### src/design/tps_pkg.sv
// ----------------------------------------------------------------------------
// Triangle plane splitter package
// Shared payload, configuration and work-item types, plus corner tables.
// ----------------------------------------------------------------------------
`default_nettype none

package tps_pkg;

  localparam int DW = 51;
  localparam int NW = 52;

  localparam logic signed [31:0] NORMAL_X_RST     = 32'sd0;
  localparam logic signed [31:0] NORMAL_Y_RST     = 32'sd0;
  localparam logic signed [31:0] NORMAL_Z_RST     = 32'sd65536;
  localparam logic signed [31:0] PLANE_OFFSET_RST = 32'sd0;

  localparam logic [2:0] CORNER_V0    = 3'd0;
  localparam logic [2:0] CORNER_V1    = 3'd1;
  localparam logic [2:0] CORNER_V2    = 3'd2;
  localparam logic [2:0] CORNER_CUT_B = 3'd4;

  typedef logic signed [31:0] coord_t;

  typedef struct packed {
    coord_t v0_x;
    coord_t v0_y;
    coord_t v0_z;
    coord_t v1_x;
    coord_t v1_y;
    coord_t v1_z;
    coord_t v2_x;
    coord_t v2_y;
    coord_t v2_z;
  } in_t;

  typedef struct packed {
    logic       split_done;
    logic       first_vertex_front;
    logic       piece_front;
    logic [2:0] corner_b;
    logic [2:0] corner_c;
    coord_t     cut_a_x;
    coord_t     cut_a_y;
    coord_t     cut_a_z;
    coord_t     cut_b_x;
    coord_t     cut_b_y;
    coord_t     cut_b_z;
    logic       last_piece;
  } out_t;

  typedef struct packed {
    coord_t normal_x;
    coord_t normal_y;
    coord_t normal_z;
    coord_t plane_offset;
  } cfg_t;

  typedef enum logic [1:0] {
    CFG_NORMAL_X     = 2'd0,
    CFG_NORMAL_Y     = 2'd1,
    CFG_NORMAL_Z     = 2'd2,
    CFG_PLANE_OFFSET = 2'd3
  } cfg_idx_t;

  typedef enum logic [1:0] {
    SPLIT_NONE  = 2'd0,
    SPLIT_01_12 = 2'd1,
    SPLIT_01_20 = 2'd2,
    SPLIT_12_20 = 2'd3
  } split_t;

  typedef struct packed {
    coord_t x;
    coord_t y;
    coord_t z;
  } vec_t;

  typedef struct packed {
    vec_t            pa;
    vec_t            pb;
    logic [NW-1:0]   num;
    logic [NW-1:0]   den;
  } edge_t;

  typedef struct packed {
    split_t     kind;
    logic       fvf;
    logic [2:0] side;
    edge_t      cut_a;
    edge_t      cut_b;
  } job_t;

  typedef enum logic [2:0] {
    BK_IDLE = 3'd0,
    BK_NORM = 3'd1,
    BK_DIV  = 3'd2,
    BK_MUL  = 3'd3,
    BK_ADD  = 3'd4,
    BK_EMIT = 3'd5
  } back_state_t;

  function automatic logic [2:0] corner_b_of(split_t kind, logic [1:0] n);
    logic [2:0] c;
    c = CORNER_V0;
    case (kind)
      SPLIT_01_12: begin
        case (n)
          2'd0:    c = CORNER_V1;
          2'd1:    c = CORNER_CUT_B;
          default: c = CORNER_V2;
        endcase
      end
      SPLIT_01_20: begin
        case (n)
          2'd0:    c = CORNER_V1;
          2'd1:    c = CORNER_V2;
          default: c = CORNER_CUT_B;
        endcase
      end
      SPLIT_12_20: begin
        case (n)
          2'd0:    c = CORNER_V2;
          2'd1:    c = CORNER_CUT_B;
          default: c = CORNER_V0;
        endcase
      end
      default: c = CORNER_V0;
    endcase
    return c;
  endfunction

  function automatic logic [2:0] corner_c_of(split_t kind, logic [1:0] n);
    logic [2:0] c;
    c = CORNER_V0;
    case (kind)
      SPLIT_01_12: begin
        case (n)
          2'd0:    c = CORNER_CUT_B;
          2'd1:    c = CORNER_V2;
          default: c = CORNER_V0;
        endcase
      end
      SPLIT_01_20: begin
        case (n)
          2'd0:    c = CORNER_V2;
          2'd1:    c = CORNER_CUT_B;
          default: c = CORNER_V0;
        endcase
      end
      SPLIT_12_20: begin
        case (n)
          2'd0:    c = CORNER_CUT_B;
          2'd1:    c = CORNER_V0;
          default: c = CORNER_V1;
        endcase
      end
      default: c = CORNER_V0;
    endcase
    return c;
  endfunction

endpackage

`default_nettype wire

### src/design/tps_queue.sv
// ----------------------------------------------------------------------------
// Triangle plane splitter job queue
// Small FIFO of classified triangles between front end and back end.
// ----------------------------------------------------------------------------
`default_nettype none

module tps_queue
  import tps_pkg::*;
#(
  parameter int Depth = 2
) (
  input  wire logic clk,
  input  wire logic rst_n,
  input  wire logic push,
  input  wire job_t wdata,
  output logic      full,
  input  wire logic pop,
  output job_t      rdata,
  output logic      empty
);

  localparam int PW = (Depth > 1) ? $clog2(Depth) : 1;
  localparam int CW = $clog2(Depth + 1);

  job_t          mem [Depth];
  logic [PW-1:0] wp_r;
  logic [PW-1:0] rp_r;
  logic [CW-1:0] cnt_r;

  assign full  = (cnt_r == CW'(Depth));
  assign empty = (cnt_r == '0);
  assign rdata = mem[rp_r];

  always_ff @(posedge clk) begin
    if (!rst_n) begin
      wp_r  <= '0;
      rp_r  <= '0;
      cnt_r <= '0;
    end else begin
      if (push) begin
        wp_r <= (wp_r == PW'(Depth - 1)) ? '0 : wp_r + 1'b1;
      end
      if (pop) begin
        rp_r <= (rp_r == PW'(Depth - 1)) ? '0 : rp_r + 1'b1;
      end
      if (push && !pop) begin
        cnt_r <= cnt_r + 1'b1;
      end else if (pop && !push) begin
        cnt_r <= cnt_r - 1'b1;
      end
    end
  end

  always_ff @(posedge clk) begin
    if (push) begin
      mem[wp_r] <= wdata;
    end
  end

endmodule

`default_nettype wire

### config.mk
export PLATFORM = sky130hd
export DESIGN_NAME = tps_queue
export DESIGN_NICKNAME = d
export VERILOG_FILES = /design/src/design/tps_pkg.sv /design/src/design/tps_queue.sv
export SDC_FILE = /design/constraint.sdc
export NUM_CORES = 1
export LEC_CHECK = 0
export BUFFER_PORTS_ARGS = -buffer_cell sky130_fd_sc_hd__clkbuf_2
export CORE_AREA = 3 3 467 469
export CTS_CLUSTER_SIZE = 28
export DETAILED_ROUTE_END_ITERATION = 8
export DIE_AREA = 0 0 470 472
export PLACE_DENSITY = 0.52
export SLEW_MARGIN = 25
export SYNTH_ARGS = -nofsm -noshare
export SYNTH_HDL_FRONTEND = slang
export SYNTH_SLANG_ARGS = --single-unit
### constraint.sdc
create_clock -name clk -period 30.3 [get_ports clk]
set_clock_uncertainty 0.05 [all_clocks]
set_input_delay 4.545 -clock clk [delete_from_list [all_inputs] [get_ports clk]]
set_output_delay 4.545 -clock clk [all_outputs]
set_load 0.05 [all_outputs]
==> impl_metrics.env <==
export IMPL_status="finished clean"
export IMPL_syn_inst=1883
export IMPL_synth_cell_type_count=18
export IMPL_wl_met1_mm=55.1
export IMPL_syn2layout_area_growth_pct=30.9
export IMPL_clockBufferDepth=3
export IMPL_wl_met2_mm=65.0
export IMPL_grt_max_degree=121
export IMPL_setup_slack_ns=20.00
export IMPL_synth_top_cell_area_share_pct=80.5
export IMPL_post_cts_buffers=0
export IMPL_first_pass_iters=5
export IMPL_hold_viol_final=0
export IMPL_ioPinCount=1202
export IMPL_hpwl_mm=108
export IMPL_cp_required_ns=25.70
export IMPL_whs_path_depth=2
export IMPL_drcViolationCount=0
export IMPL_drive_gt1_share_pct=61.6
export IMPL_ir_drop_uv=52.1
export IMPL_synth_main_ff_cell="edfxtp_1"
export IMPL_yosysWarningCount=0
export IMPL_die_area_um2=222000
export IMPL_crit_fanout=109
export IMPL_worst_slew_pin_slew_ns=1.00
export IMPL_wire_per_inst_um=23.1
export IMPL_grt_pass1_wl_mm=192
export IMPL_drv_cap=0
export IMPL_async_reset_ff_share_pct=0
export IMPL_port_buffers=1201
export IMPL_grt_pass1_vias=24163
export IMPL_end_kind="primary output"
export IMPL_die_h_um=472
export IMPL_cts_buffers_inserted=138
export IMPL_crit_chain="buf_4 -> buf_4 -> buf_4 -> buf_4 -> buf_12 -> mux2_4 -> clkbuf_2"
export IMPL_cts_sinks=1201
export IMPL_tns_ns=0
export IMPL_wl_met3_mm=16.7
export IMPL_avgSynthCellArea_um2=23.7
export IMPL_synth_most_common_cell="edfxtp_1"
export IMPL_period_needed_ns=10.30
export IMPL_hp_start="cnt_r[1]"
export IMPL_syn_area_um2=44600
export IMPL_hp_class="register to register"
export IMPL_fin_crit_sh_pct=34.0
export IMPL_reg2reg_from="wp_r"
export IMPL_worstRegToRegCells=7
export IMPL_place_inst=5883
export IMPL_setup_worst_path_start_class="register"
export IMPL_holdWs_ns=0.468
export IMPL_rsz0062_at_grt="false"
export IMPL_insertion_delay_ns=0.75
export IMPL_synth_seq_area_share_pct=80.8
export IMPL_max_freq_mhz=97.1
export IMPL_syn_nets=2486
export IMPL_final_area_um2=58400
export IMPL_crit_top_cell="buf_4"
export IMPL_cts_hold_fix_buffers=0
export IMPL_synth_common_cells="1196 x edfxtp_1, 300 x mux2_4, 298 x mux2_2, 34 x buf_6, 22 x buf_4"
export IMPL_relSlewSlack_pct=33.3
export IMPL_drtIter0Drc=1772
export IMPL_cp_buffers_inverters=6
export IMPL_cts_root_buf="clkbuf_16"
export IMPL_power_total_mw=4.27
export IMPL_hold_path_endpoint="cnt_r[1]"
export IMPL_num_nets_final=3790
export IMPL_cts_tree="done"
export IMPL_top_layer="met5"
export IMPL_gp_congestion=0.871
export IMPL_vias_per_cell=3.79
export IMPL_setup_violations=0
export IMPL_fp_dieW_um=470
export IMPL_slowest_delay_ns=0.75
export IMPL_critical_path_class="register to primary output"
export IMPL_p_leak_nw=22.0
export IMPL_antenna_found_initial=72
export IMPL_finalNonFillerCells=6144
export IMPL_r2r_end="mem[0][364]"
export IMPL_dp_slack_ns=20.06
export IMPL_final_core_util_pct=27.2
export IMPL_placed_cell_area_um2=53800
export IMPL_critPathTopFamily="buffers and inverters"
export IMPL_num_vias=23259
export IMPL_ant_nets=0
export IMPL_htree_levels=4
export IMPL_cts_resized=0
export IMPL_grt_ovfl_total=0
export IMPL_power_density_nw_per_um2=73.2
export IMPL_synth_area_leader_cell="edfxtp_1"
export IMPL_start_util_pct=20.8
export IMPL_grt_total_usage_pct=12.3
export IMPL_r2r_slack_ns=24.75
export IMPL_cp_arrival_ns=5.71
export IMPL_synthTopCellsByArea="edfxtp_1 81%, mux2_4 10%, mux2_2 7.5%"
export IMPL_wl_mm=142
export IMPL_rows=170
export IMPL_slew_violations=0
export IMPL_clk_pin_slew_ns=0.06
export IMPL_coreArea_um2=214000
export IMPL_synth_edf_count=1196
export IMPL_synth_seq_cells=1201
export IMPL_critPathSlowestCell="buf_4"
## metal layers
layer	up-vias	global-route usage (%)
li1	10191	-
met1	11625	14.1
met2	1095	19.3
met3	292	6.62
met4	56	4.80
met5	-	0.368
## where the power goes
group          internal [mW]  switching (mW)  leakage (nW)
sequential              1.92          0.0210          11.3
clock                  0.957           0.677          2.16
combinational          0.194           0.499          8.59
## worst min-delay path, cell delays in order (launching register included)
cell and delay, ns:
dfxtp_1 0.33, o21ai_0 0.07, a21boi_0 0.07
## area by class of cell
cell class	instances	area (µm²)
antenna	13	32.5
clock buffer	171	3680
clock inverter	75	797
fill	21669	156000
inverter	1	3.75
multi-input combinational	614	7980
sequential	1201	36000
tap	2838	3550
timing repair buffer	1231	6320
## cell usage in the layout (no fill, tap or decap), types with 3 or more instances in the layout
master | synthesis | final
buf_12 | 0 | 3
inv_6 | 0 | 3
and2_1 | 4 | 3
clkbuf_16 | 0 | 143
edfxtp_1 | 1196 | 1196
clkinv_8 | 0 | 4
clkinv_4 | 0 | 8
clkinv_2 | 0 | 16
clkbuf_2 | 0 | 1201
bufinv_16 | 0 | 10
mux2_2 | 298 | 298
buf_4 | 22 | 24
inv_16 | 0 | 3
mux2_4 | 300 | 300
dfxtp_1 | 5 | 4
clkinvlp_4 | 0 | 7
diode_2 | 0 | 13
clkinv_1 | 0 | 22
clkbuf_1 | 0 | 28
## flip-flops by register name (all words and copies together) (netlist names), named ones only
register and count:
wp_r 1, cnt_r 2, mem 1196, rp_r 1
## worst max-delay path by stage
stage             start          end  slack, ns  depth (start not counted)
6_report       register   rdata[493]      20.00                          7
5_1_grt        register   rdata[493]      19.71                          7
4_1_cts        register   rdata[493]      19.36                          7
3_5_place_dp       push  mem[0][495]      20.06                          7
3_3_place_gp       push  mem[0][496]      20.04                          7
2_1_floorplan      push         wp_r       9.58                          2
## kinds of logic after synthesis
kind of cell    share of synthesized area (%)
flops                                    80.8
mux                                      17.6
buf+inv                                  1.36
simple gates                            0.121
compound gates                         0.0449
xor+xnor                               0.0589
fa+ha+maj                              0.0281
Power figures use the tool's default switching activity.
